File: config.mk
export PLATFORM = sky130hd
export DESIGN_NAME = block_record_stream_parser
export DESIGN_NICKNAME = d
export VERILOG_FILES = /design/src/rtl/brsp_pkg.sv /design/src/rtl/brsp_step.sv /design/src/rtl/block_record_stream_parser.sv
export SDC_FILE = /design/constraint.sdc
export NUM_CORES = 1
export LEC_CHECK = 0
export BUFFER_PORTS_ARGS = -buffer_cell sky130_fd_sc_hd__buf_2
export CAP_MARGIN = 20
export CORE_MARGIN = 10
export CORE_UTILIZATION = 30
export CTS_BUF_LIST = sky130_fd_sc_hd__clkbuf_4
export DETAILED_ROUTE_END_ITERATION = 16
export PLACE_DENSITY = 0.55
export SKIP_CTS_REPAIR_TIMING = 1
export SLEW_MARGIN = 25
export SYNTH_ARGS = -nofsm -noshare
export SYNTH_HDL_FRONTEND = slang
export SYNTH_SLANG_ARGS = --single-unit
File: constraint.sdc
create_clock -name clk_i -period 11.64 [get_ports clk_i]
set_input_delay 0.582 -clock clk_i [delete_from_list [all_inputs] [get_ports clk_i]]
set_output_delay 0.582 -clock clk_i [all_outputs]
set_load 0.01 [all_outputs]
File: src/rtl/brsp_pkg.sv
`default_nettype none

package brsp_pkg;

  // Field codes; the phase register holds the code of the field being parsed.
  typedef enum logic [4:0] {
    PH_VERSION     = 5'd0,
    PH_PREV_HASH   = 5'd1,
    PH_MERKLE      = 5'd2,
    PH_FP_HASH     = 5'd3,
    PH_HDR_HASH    = 5'd4,
    PH_TIMESTAMP   = 5'd5,
    PH_SONG_FLAG   = 5'd6,
    PH_AUDIO_FMT   = 5'd7,
    PH_SONG_HASH   = 5'd8,
    PH_FP_LEN      = 5'd9,
    PH_FP_DATA     = 5'd10,
    PH_DURATION    = 5'd11,
    PH_TITLE_LEN   = 5'd12,
    PH_TITLE_DATA  = 5'd13,
    PH_ARTIST_LEN  = 5'd14,
    PH_ARTIST_DATA = 5'd15,
    PH_ARTIST_ADDR = 5'd16,
    PH_GENRE_LEN   = 5'd17,
    PH_GENRE_DATA  = 5'd18,
    PH_ALBUM_LEN   = 5'd19,
    PH_ALBUM_DATA  = 5'd20,
    PH_YEAR        = 5'd21,
    PH_TRACK       = 5'd22,
    PH_SPLIT_CNT   = 5'd23,
    PH_SPLIT_ADDR  = 5'd24,
    PH_SPLIT_BPS   = 5'd25,
    PH_SEP         = 5'd26,
    PH_TX_CNT      = 5'd27,
    PH_TX_LEN      = 5'd28,
    PH_TX_DATA     = 5'd29,
    PH_DONE        = 5'd30
  } phase_e;

  typedef enum logic [1:0] {
    ST_RUN     = 2'd0,
    ST_OK      = 2'd1,
    ST_TRUNC   = 2'd2,
    ST_SEP_ERR = 2'd3
  } status_e;

  // Register index, taken from paddr[2]
  localparam logic REG_SEP_VALUE = 1'b0;
  localparam logic REG_SEP_COUNT = 1'b1;

  localparam int unsigned HashBytes = 32;
  localparam int unsigned AddrBytes = 20;

  typedef struct packed {
    phase_e      phase;
    logic [31:0] bytes_left;
    logic [31:0] len_acc;
    logic [7:0]  splits_left;
    logic [31:0] trans_left;
    status_e     status;
    logic        first;
  } parse_st_t;

  typedef struct packed {
    logic [7:0] byte_out;
    phase_e     field_tag;
    logic       field_start;
    status_e    parse_status;
    logic       buffer_done;
  } result_t;

  localparam parse_st_t PARSE_RESET = '{
    phase:       PH_VERSION,
    bytes_left:  32'd4,
    len_acc:     32'd0,
    splits_left: 8'd0,
    trans_left:  32'd0,
    status:      ST_RUN,
    first:       1'b1
  };

  // Length of a fixed-size field; variable fields and the separator return 0
  function automatic logic [7:0] field_len(phase_e p);
    logic [7:0] len;
    case (p)
      PH_VERSION:     len = 8'd4;
      PH_PREV_HASH:   len = 8'(HashBytes);
      PH_MERKLE:      len = 8'(HashBytes);
      PH_FP_HASH:     len = 8'(HashBytes);
      PH_HDR_HASH:    len = 8'(HashBytes);
      PH_TIMESTAMP:   len = 8'd8;
      PH_SONG_FLAG:   len = 8'd1;
      PH_AUDIO_FMT:   len = 8'd1;
      PH_SONG_HASH:   len = 8'(HashBytes);
      PH_FP_LEN:      len = 8'd2;
      PH_DURATION:    len = 8'd4;
      PH_TITLE_LEN:   len = 8'd2;
      PH_ARTIST_LEN:  len = 8'd2;
      PH_ARTIST_ADDR: len = 8'(AddrBytes);
      PH_GENRE_LEN:   len = 8'd2;
      PH_ALBUM_LEN:   len = 8'd2;
      PH_YEAR:        len = 8'd2;
      PH_TRACK:       len = 8'd2;
      PH_SPLIT_CNT:   len = 8'd1;
      PH_SPLIT_ADDR:  len = 8'(AddrBytes);
      PH_SPLIT_BPS:   len = 8'd2;
      PH_TX_CNT:      len = 8'd4;
      PH_TX_LEN:      len = 8'd4;
      default:        len = 8'd0;
    endcase
    return len;
  endfunction

  function automatic logic is_len_field(phase_e p);
    return (p == PH_FP_LEN) || (p == PH_TITLE_LEN) || (p == PH_ARTIST_LEN) ||
           (p == PH_GENRE_LEN) || (p == PH_ALBUM_LEN) || (p == PH_TX_CNT) ||
           (p == PH_TX_LEN);
  endfunction

  function automatic logic is_var_field(phase_e p);
    return (p == PH_FP_DATA) || (p == PH_TITLE_DATA) || (p == PH_ARTIST_DATA) ||
           (p == PH_GENRE_DATA) || (p == PH_ALBUM_DATA) || (p == PH_TX_DATA);
  endfunction

endpackage

`default_nettype wire

File: src/rtl/brsp_step.sv
`default_nettype none

module brsp_step import brsp_pkg::*; (
  input  parse_st_t  state_i,
  input  logic [7:0] data_byte_i,
  input  logic       end_of_buffer_i,
  input  logic [7:0] sep_value_i,
  input  logic [7:0] sep_count_i,
  output parse_st_t  state_o,
  output result_t    result_o
);

  parse_st_t   nxt;

  always_comb begin : next_state
    logic [31:0] base;
    logic [1:0]  pos;
    logic [31:0] acc_n;
    logic [31:0] bl_dec;
    logic [7:0]  split_dec;
    logic [31:0] trans_dec;
    phase_e      np;
    phase_e      np2;
    logic [31:0] len;
    logic [31:0] len2;

    nxt       = state_i;
    base      = state_i.first ? 32'd0 : state_i.len_acc;
    pos       = 2'(field_len(state_i.phase) - {6'd0, state_i.bytes_left[1:0]});
    acc_n     = state_i.len_acc;
    bl_dec    = state_i.bytes_left - 32'd1;
    split_dec = state_i.splits_left - 8'd1;
    np        = PH_DONE;
    np2       = PH_DONE;
    len       = 32'd0;
    len2      = 32'd0;
    trans_dec = 32'd0;

    // little-endian length: place this byte at its position
    if (is_len_field(state_i.phase)) begin
      acc_n = base | ({24'd0, data_byte_i} << {pos, 3'b000});
    end
    nxt.len_acc = acc_n;

    if (state_i.phase != PH_DONE) begin
      nxt.first = 1'b0;
      if (state_i.phase == PH_SEP && data_byte_i != sep_value_i) begin
        nxt.status     = ST_SEP_ERR;
        nxt.phase      = PH_DONE;
        nxt.bytes_left = 32'd0;
        nxt.first      = 1'b1;
      end else begin
        nxt.bytes_left = bl_dec;
        if (bl_dec == 32'd0) begin
          // pick the following field
          case (state_i.phase)
            PH_SONG_FLAG: begin
              np = (data_byte_i != 8'd0) ? PH_AUDIO_FMT : PH_SEP;
            end
            PH_SPLIT_CNT: begin
              nxt.splits_left = data_byte_i;
              np = (data_byte_i != 8'd0) ? PH_SPLIT_ADDR : PH_SEP;
            end
            PH_SPLIT_BPS: begin
              nxt.splits_left = split_dec;
              np = (split_dec != 8'd0) ? PH_SPLIT_ADDR : PH_SEP;
            end
            PH_TX_CNT: begin
              nxt.trans_left = acc_n;
              if (acc_n == 32'd0) begin
                nxt.status = ST_OK;
                np = PH_DONE;
              end else begin
                np = PH_TX_LEN;
              end
            end
            PH_TX_DATA: begin
              nxt.trans_left = state_i.trans_left - 32'd1;
              if (nxt.trans_left == 32'd0) begin
                nxt.status = ST_OK;
                np = PH_DONE;
              end else begin
                np = PH_TX_LEN;
              end
            end
            default: begin
              np = phase_e'(state_i.phase + 5'd1);
            end
          endcase

          // length of the entered field
          if (np == PH_SEP) begin
            len = {24'd0, sep_count_i};
          end else if (is_var_field(np)) begin
            len = acc_n;
          end else begin
            len = {24'd0, field_len(np)};
          end

          // skip an empty field; what follows always has a fixed length
          np2  = np;
          len2 = len;
          if (np != PH_DONE && len == 32'd0) begin
            if (np == PH_SEP) begin
              np2 = PH_TX_CNT;
            end else if (np == PH_TX_DATA) begin
              trans_dec      = nxt.trans_left - 32'd1;
              nxt.trans_left = trans_dec;
              if (trans_dec == 32'd0) begin
                nxt.status = ST_OK;
                np2 = PH_DONE;
              end else begin
                np2 = PH_TX_LEN;
              end
            end else begin
              np2 = phase_e'(np + 5'd1);
            end
            len2 = {24'd0, field_len(np2)};
          end

          nxt.phase      = np2;
          nxt.bytes_left = len2;
          nxt.first      = 1'b1;
        end
      end
    end

    state_o = end_of_buffer_i ? PARSE_RESET : nxt;
  end

  always_comb begin : outputs
    result_o.byte_out     = data_byte_i;
    result_o.field_tag    = state_i.phase;
    result_o.field_start  = (state_i.phase != PH_DONE) && state_i.first;
    result_o.parse_status = nxt.status;
    result_o.buffer_done  = end_of_buffer_i;
    if (end_of_buffer_i && nxt.status == ST_RUN) begin
      result_o.parse_status = ST_TRUNC;
    end
  end

endmodule

`default_nettype wire

File: src/rtl/block_record_stream_parser.sv
`default_nettype none

// Channel   Direction  Content
// s_axis    in         tdata[7:0] data_byte, tlast end_of_buffer
// m_axis    out        tdata[7:0] byte_out, [9:8] parse_status;
//                      tuser[4:0] field_tag, [5] field_start; tlast buffer_done
// apb       in/out     0x0 separator_value, 0x4 separator_count
//
// One byte per cycle: the parse step is one state update plus a 32-bit
// decrement and compare, settled between the state register and the
// output register, so a byte is taken every cycle the output is free.
// m_axis_tvalid is registered and rises in the cycle after a byte is accepted.
// Reset clears parse state and sets separator_value 0, separator_count 4.
// A stalled output holds its item; input is taken again when it drains.
module block_record_stream_parser import brsp_pkg::*; (
  input  wire logic        clk_i,
  input  wire logic        rst_ni,
  // data_byte [7:0]
  input  wire logic        s_axis_tvalid,
  output logic             s_axis_tready,
  input  wire logic [7:0]  s_axis_tdata,
  input  wire logic        s_axis_tlast,
  // byte_out [7:0], parse_status [9:8], zero [15:10]
  output logic             m_axis_tvalid,
  input  wire logic        m_axis_tready,
  output logic [15:0]      m_axis_tdata,
  // field_tag [4:0], field_start [5], zero [7:6]
  output logic [7:0]       m_axis_tuser,
  output logic             m_axis_tlast,
  input  wire logic        psel,
  input  wire logic        penable,
  input  wire logic        pwrite,
  input  wire logic [2:0]  paddr,
  input  wire logic [31:0] pwdata,
  output logic [31:0]      prdata,
  output logic             pready
);

  parse_st_t  state_q, state_d;
  result_t    res_q, res_d;
  logic       valid_q;
  logic [7:0] sep_value_q;
  logic [7:0] sep_count_q;
  logic       accept;
  logic       cfg_wr;

  assign s_axis_tready = !valid_q || m_axis_tready;
  assign accept        = s_axis_tvalid && s_axis_tready;
  assign pready        = 1'b1;
  assign cfg_wr        = psel && penable && pwrite;

  brsp_step u_step (
    .state_i         (state_q),
    .data_byte_i     (s_axis_tdata),
    .end_of_buffer_i (s_axis_tlast),
    .sep_value_i     (sep_value_q),
    .sep_count_i     (sep_count_q),
    .state_o         (state_d),
    .result_o        (res_d)
  );

  always_ff @(posedge clk_i or negedge rst_ni) begin
    if (!rst_ni) begin
      state_q     <= PARSE_RESET;
      valid_q     <= 1'b0;
      sep_value_q <= 8'd0;
      sep_count_q <= 8'd4;
    end else begin
      if (accept) begin
        state_q <= state_d;
        valid_q <= 1'b1;
      end else if (m_axis_tready) begin
        valid_q <= 1'b0;
      end
      if (cfg_wr) begin
        case (paddr[2])
          REG_SEP_VALUE: sep_value_q <= pwdata[7:0];
          REG_SEP_COUNT: sep_count_q <= pwdata[7:0];
          default: ;
        endcase
      end
    end
  end

  // payload register, no reset
  always_ff @(posedge clk_i) begin
    if (accept) begin
      res_q <= res_d;
    end
  end

  always_comb begin
    case (paddr[2])
      REG_SEP_VALUE: prdata = {24'd0, sep_value_q};
      REG_SEP_COUNT: prdata = {24'd0, sep_count_q};
      default:       prdata = 32'd0;
    endcase
  end

  assign m_axis_tvalid = valid_q;
  assign m_axis_tdata  = {6'd0, res_q.parse_status, res_q.byte_out};
  assign m_axis_tuser  = {2'd0, res_q.field_start, res_q.field_tag};
  assign m_axis_tlast  = res_q.buffer_done;

endmodule

`default_nettype wire
# Word level (Yosys, flattened, before mapping)
# Memories as Yosys holds them, arrays and structs flattened.
# Index checks and enable logic that the tools add are counted.
[op_classes] n_addsub=7 multipliers=0 div_mod_pow=0 order_cmp=0 n_eq_ne=23 shifts=1 n_mux=47 bitwise=2 reduce_logical=39
[ops] op="2-to-1 mux 32 bit" n=8
[ops] op="2-to-1 mux 34 bit" n=6
[ops] op="zero test 32 bit" n=5
[ops] op="2-to-1 mux 112 bit" n=1
[ops] op="2-to-1 mux 37 bit" n=3
[ops] op="subtractor 32 x 1 -> 32 bit, second input constant" n=3
[ops] op="2-to-1 mux 43 bit" n=2
[ops] op="one-hot mux 34 bit (2 select lines)" n=1
[ops] op="one-hot mux 32 bit (2 select lines)" n=1
[ops] op="equality test 5 bit, second input constant" n=12
[ops] op="2-to-1 mux 5 bit" n=11
[ops] op="2-to-1 mux 40 bit" n=1
[ops] op="bitwise OR 32 bit" n=1
[ops] op="<< shifter 8 x 5 -> 32 bit" n=1
[ops] op="equality test 5 x 4 -> 1 bit, second input constant" n=6
[ops] op="one-hot mux 5 bit (5 select lines)" n=1
[ops] op="2-to-1 mux 2 bit" n=8
[ops] op="one-hot mux 8 bit (2 select lines)" n=1
[ops] op="nonzero test 8 bit" n=2
[ops] op="logical OR 1 bit" n=12
[ops] op="adder 5 x 1 -> 5 bit, second input constant" n=2
[ops] op="!= test 5 bit, second input constant" n=2
[ops] op="!= test 8 bit" n=1
[ops] op="subtractor 8 x 1 -> 8 bit, second input constant" n=1
[ops] op="15 further kinds" n=27
[totals] regBits=146 latchBits=0 mem_bits_rw=0 mem_bits_ro=576 elab_cells=137 mem_count=3
[memory_table] memory="(no name shown)" words=32 word_bits=6 rd=1 rd_clocked_by_memory_dff=0 wr=0 line_no="brsp_pkg.sv:85" rtl="case (p)"
[memory_table] memory="(no name shown)" words=32 word_bits=6 rd=1 rd_clocked_by_memory_dff=0 wr=0 line_no="brsp_pkg.sv:85"
[memory_table] memory="(no name shown)" words=32 word_bits=6 rd=1 rd_clocked_by_memory_dff=0 wr=0 line_no="brsp_pkg.sv:85"

# Depth between registers and ports, before layout
# An unclocked memory read counts as a cell.
[logic_depth] depth_word=37 ltp_mapped=32 ltp_nobuf=27

# Modules after synthesis
# Synthesis repeated with hierarchy kept, for this count alone.
[unflattened] cells_unflattened=1748 hier_area_um2=14556.5
[by_module_without_submodules] module="brsp_step" instances=1 cells_each=1412 area_per_inst_um2=8528.2 seq_area_each_um2=0.0
[by_module_without_submodules] module="block_record_stream_parser" instances=1 cells_each=336 area_per_inst_um2=6028.3 seq_area_each_um2=3742.3

# Worst setup path after synthesis
# OpenSTA, ideal clock, no wires.
[synth_timing] path_kind="register -> register" startpoint="register state_q[109] (netlist bit)" endpoint="register state_q[20] (netlist bit)" setup_time_ns=0.083 t_arrival_ns=6.316 path_slack_ns=5.241 stages_incl_launch_ff=33 path_buffers=8 cell_sequence="dfrtp_1 -> buf_2 -> buf_2 -> clkbuf_1 -> nand2_1 -> o21ai_0 -> nand2b_1 -> ha_1 -> clkbuf_1 -> or2_2 -> o22ai_1 -> clkbuf_1 -> and2_1 -> clkbuf_1 -> a22o_1 -> nor4b_1 -> nand4_1 -> o21ai_0 -> o22ai_1 -> inv_1 -> ha_1 -> and3_1 -> ha_1 -> a2111oi_0 -> buf_2 -> nor3_1 -> a221oi_2 -> nand4_1 -> nor4b_2 -> buf_2 -> nand4b_1 -> xnor2_1 -> o21ai_0"
[synth_between] elab_chain_len=32 elab_cells_between_ends=68
[synth_rtl] element="start: declaration" line_no="block_record_stream_parser.sv:39" rtl="parse_st_t state_q, state_d;"
[synth_rtl] element="start signal: assignment" line_no="block_record_stream_parser.sv:70" rtl="state_q <= state_d;"
[synth_rtl] element="parallel branches: the longest is 32 deep, another holds memory read (32 x 6 bit)"
# Parallel ways; which one is timed is not known. The select of a mux whose other input is x is not followed.
# A chain may end at the register's enable or synchronous reset.

# Final worst setup path
[layout_timing] startpoint="register state_q[108] (netlist bit)" endpoint="register state_q[13] (netlist bit)"
# Same word-level chain as after synthesis.

==> load_flow_metrics.sql <==
INSERT INTO impl_metrics (metric_group, metric, value, unit) VALUES
('sta', 'report.final.hold_viol_count', '0', ''),
('logic_synthesis', 'synth_enable_flop_cells', '17', ''),
('clock_network', 'clock_tree_from_tritoncts', 'yes', ''),
('power_and_ir_drop', 'static_power_due_to_leakage', '5.36', 'nW'),
('hold_path', 'min_path_type', 'in2reg', ''),
('floorplanning', 'pin_count', '111', ''),
('logic_synthesis', 'synth_top_cells_by_count', 'sky130_fd_sc_hd__nand2_1, sky130_fd_sc_hd__o21ai_0, sky130_fd_sc_hd__dfrtp_1', ''),
('drt', 'drt-vias-per-instance', '5.97', ''),
('logic_synthesis', 'synth_most_common_cell', 'sky130_fd_sc_hd__nand2_1', ''),
('sta', 'layout_min_cycle_time', '8.23', 'ns'),
('power_and_ir_drop', 'netSwitchingPower', '585', 'uW'),
('logic_synthesis', 'syn_area_per_cell', '8.02', 'um2'),
('logic_synthesis', 'synth_top_cell_area_share', '25.3', '%'),
('critical_path', 'critPathSlowestCell', 'sky130_fd_sc_hd__dfrtp_1', ''),
('logic_synthesis', 'synth-async-reset-ratio', '88.4', '%'),
('grt', 'groute.layer.met3.usage', '2.80', '%'),
('drt', 'first_iter_violations', '1365', ''),
('grt', 'grt-ovfl-total', '0', ''),
('grt', 'grt_most_used_layer', 'met2', ''),
('critical_path', 'cp-end-kind', 'register', ''),
('floorplanning', 'start_util', '30.4', '%'),
('critical_path', 'category_of_the_worst_setup_path_launch_point', 'register', ''),
('floorplanning', 'core.rowCount', '74', ''),
('place', 'dpl_worst_slack', '3.74', 'ns'),
('critical_path', 'path_class', 'reg2reg', ''),
('power_and_ir_drop', 'p_int', '918', 'uW'),
('grt', 'grt_pass1_vias', '11700', ''),
('sta', 'finalHoldWorstSlack', '0.174', 'ns'),
('clock_network', 'cts-root-to-sink-buffers', '2', ''),
('floorplanning', 'die_width', '224', 'um'),
('logic_synthesis', 'synthFlopType', 'sky130_fd_sc_hd__dfrtp_1', ''),
('clock_network', 'worst_setup_hold_path_clk_slew', '0.14', 'ns'),
('power_and_ir_drop', 'power.share.combinational', '32.9', '%'),
('power_and_ir_drop', 'power_switching_share', '38.9', '%'),
('grt', 'grt_max_degree', '66', ''),
('drt', 'post-route-drc-count', '0', ''),
('logic_synthesis', 'count_of_state_elements_after_synthesis', '146', ''),
('logic_synthesis', 'synth.yosys.warnings', '0', ''),
('place', 'placed_cells_incl_taps', '2041', ''),
('finish', 'syn2layout_area_growth', '6.66', '%'),
('drt', 'route.vias.total', '12400', ''),
('sta', 'slew-limit-headroom', '31.8', '%'),
('finish', 'final_instance_area', '13300', 'um2'),
('finish', 'design.final.nets', '1606', ''),
('drt', 'post_drt_wl_per_cell', '22.0', 'um'),
('sta', 'postLayoutSetupSlackWorst', '3.41', 'ns'),
('job', 'cap_viol_max_count', '0', ''),
('grt', 'grt.met1_usage', '25.0', '%'),
('critical_path', 'max_stage_delay', '0.57', 'ns'),
('power_and_ir_drop', 'power.sequential.fraction', '42.1', '%'),
('place', 'globalplace.congestion', '0.919', ''),
('power_and_ir_drop', 'clock_power_share', '25.0', '%'),
('sta', 'timing.clock.skew', '0.0313', 'ns'),
('clock_network', 'h-tree-depth', '4', ''),
('critical_path', 'crit_required', '12.09', 'ns'),
('logic_synthesis', 'synth.top_cells.by_area', 'sky130_fd_sc_hd__dfrtp_1, sky130_fd_sc_hd__o21ai_0, sky130_fd_sc_hd__nand2_1, sky130_fd_sc_hd__edfxtp_1, sky130_fd_sc_hd__xnor2_1', ''),
('outcome', 'run_status', 'finished, final reports clean', ''),
('clock_network', 'cts-buffers-inserted', '17', ''),
('grt', 'track_usage', '17.7', '%'),
('sta', 'layout_worst_path_cycle_share', '70.7', '%'),
('clock_network', 'clock-root-buffer', 'sky130_fd_sc_hd__clkbuf_4', ''),
('grt', 'antenna_found_initial', '1', ''),
('critical_path', 'most_common_cell_on_crit_path', 'sky130_fd_sc_hd__ha_1', ''),
('place', 'dp_hpwl', '32900', 'um'),
('logic_synthesis', 'synth_top_area_cell', 'sky130_fd_sc_hd__dfrtp_1', ''),
('sta', 'timing_worst_slew_pin_value', '1.02', 'ns'),
('grt', 'grt_use_met2', '27.1', '%'),
('finish', 'drive_gt1_share', '11.0', '%'),
('sta', 'slew_violations', '0', ''),
('sta', 'grt_setup_unrepaired', 'no', ''),
('floorplanning', 'die-area', '50200', 'um2');
[final timing paths]
| path | from | to | slack (ns) | depth (start not counted) |
|---|---|---|---|---|
| max | state_q[108]$_DFFE_PN0P_ | state_q[13]$_DFFE_PN0P_ | 3.41 | 28 |
| min | s_axis_tvalid | m_axis_tvalid$_DFFE_PN0P_ | 0.17 | 2 |
| max reg2reg | state_q[108]$_DFFE_PN0P_ | state_q[13]$_DFFE_PN0P_ | 3.41 | 28 |
| min reg2reg | state_q[36]$_DFFE_PN0P_ | state_q[36]$_DFFE_PN0P_ | 0.53 | 2 |
| max in group asynchronous | rst_ni | state_q[46]$_DFFE_PN0P_ | 9.72 | 3 |
| min in group asynchronous | rst_ni | state_q[35]$_DFFE_PN0P_ | 0.56 | 2 |
[sequential cells by signal, summed over array words and instances (netlist names)]
name,flops
state_q,112
m_axis_tdata,10
sep_count_q,8
sep_value_q,8
m_axis_tuser,6
m_axis_tlast,1
m_axis_tvalid,1
[critical path: cells and delay by family, from the launching register on]
kind | cells | cell delay (ns)
AOI/OAI and AO/OA | 9 | 2.04
DFF | 1 | 0.57
buffers and inverters | 3 | 0.82
and+or+nand+nor | 11 | 2.81
xor gates and xnor gates | 1 | 0.17
adders and majority gates | 4 | 1.65
[power groups by stage]
| stage | Combinational (mW) | Clock [mW] | Sequential [mW] |
|---|---|---|---|
| after floorplan | 0.369 | 0 | 0.611 |
| after global placement | 0.483 | 0 | 0.640 |
| after detailed placement | 0.489 | 0 | 0.641 |
| after CTS | 0.491 | 0.388 | 0.631 |
| after global routing | 0.547 | 0.406 | 0.641 |
| final | 0.495 | 0.376 | 0.633 |
[routing by layer]
| metal | wire length (um) | vias to the layer above |
|---|---|---|
| li1 | - | 5757 |
| met1 | 20800 | 6045 |
| met2 | 20400 | 526 |
| met3 | 3410 | 60 |
| met4 | 1020 | 0 |
| met5 | 0 | - |
[area by class of cell]
class	count	area, um2	area share [%]
multi-input combinational	1255	8020	60.2
timing repair buffer	77	459	3.45
clock inverter	12	163	1.22
tap	532	666	5.00
inverter	32	120	0.902
clock buffer	19	143	1.07
sequential	146	3740	28.1
antenna	1	2.50	0.0188
[per-stage QoR]
stage / power [mW] / utilization [%]
finish: 1.50 / 32.5
detailed placement: 1.13 / 31.7
CTS: 1.51 / 32.4
global placement: 1.12 / 31.7
global route: 1.59 / 32.5
floorplan: 0.979 / -
[kinds of logic (layout without fill, tap and decap cells)]
group / after synthesis / after routing / share of synthesized area [%]
XOR/XNOR: 74 / 74 / 5.19
flip-flops: 146 / 146 / 30.0
multiplexers: 35 / 35 / 3.06
buffers and inverters: 186 / 140 / 6.96
adder cells (fa/ha/maj): 26 / 26 / 2.61
other: 2 / 34 / 0.0602
AO/OA/AOI/OAI: 473 / 473 / 25.7
AND/OR/NAND/NOR: 614 / 614 / 26.5
[layout by cell type, fill, tap and decap left out, types with 19 or more instances in the layout]
master	instances
sky130_fd_sc_hd__and3_1	19
sky130_fd_sc_hd__nand4_1	45
sky130_fd_sc_hd__a31oi_1	19
sky130_fd_sc_hd__o21ai_1	19
sky130_fd_sc_hd__nor3_1	58
sky130_fd_sc_hd__conb_1	33
sky130_fd_sc_hd__nand3_1	50
sky130_fd_sc_hd__ha_1	26
sky130_fd_sc_hd__or4_1	19
sky130_fd_sc_hd__clkbuf_4	19
sky130_fd_sc_hd__o21ai_0	136
sky130_fd_sc_hd__xor2_1	22
sky130_fd_sc_hd__nor2_1	103
sky130_fd_sc_hd__buf_2	50
sky130_fd_sc_hd__buf_4	25
sky130_fd_sc_hd__nor4_1	36
sky130_fd_sc_hd__xnor2_1	51
sky130_fd_sc_hd__dfrtp_1	126
sky130_fd_sc_hd__nand2_1	146
sky130_fd_sc_hd__a22o_1	50
sky130_fd_sc_hd__a21oi_1	74
sky130_fd_sc_hd__mux2_2	25
sky130_fd_sc_hd__inv_1	30
(Power assumes the default switching activity.)
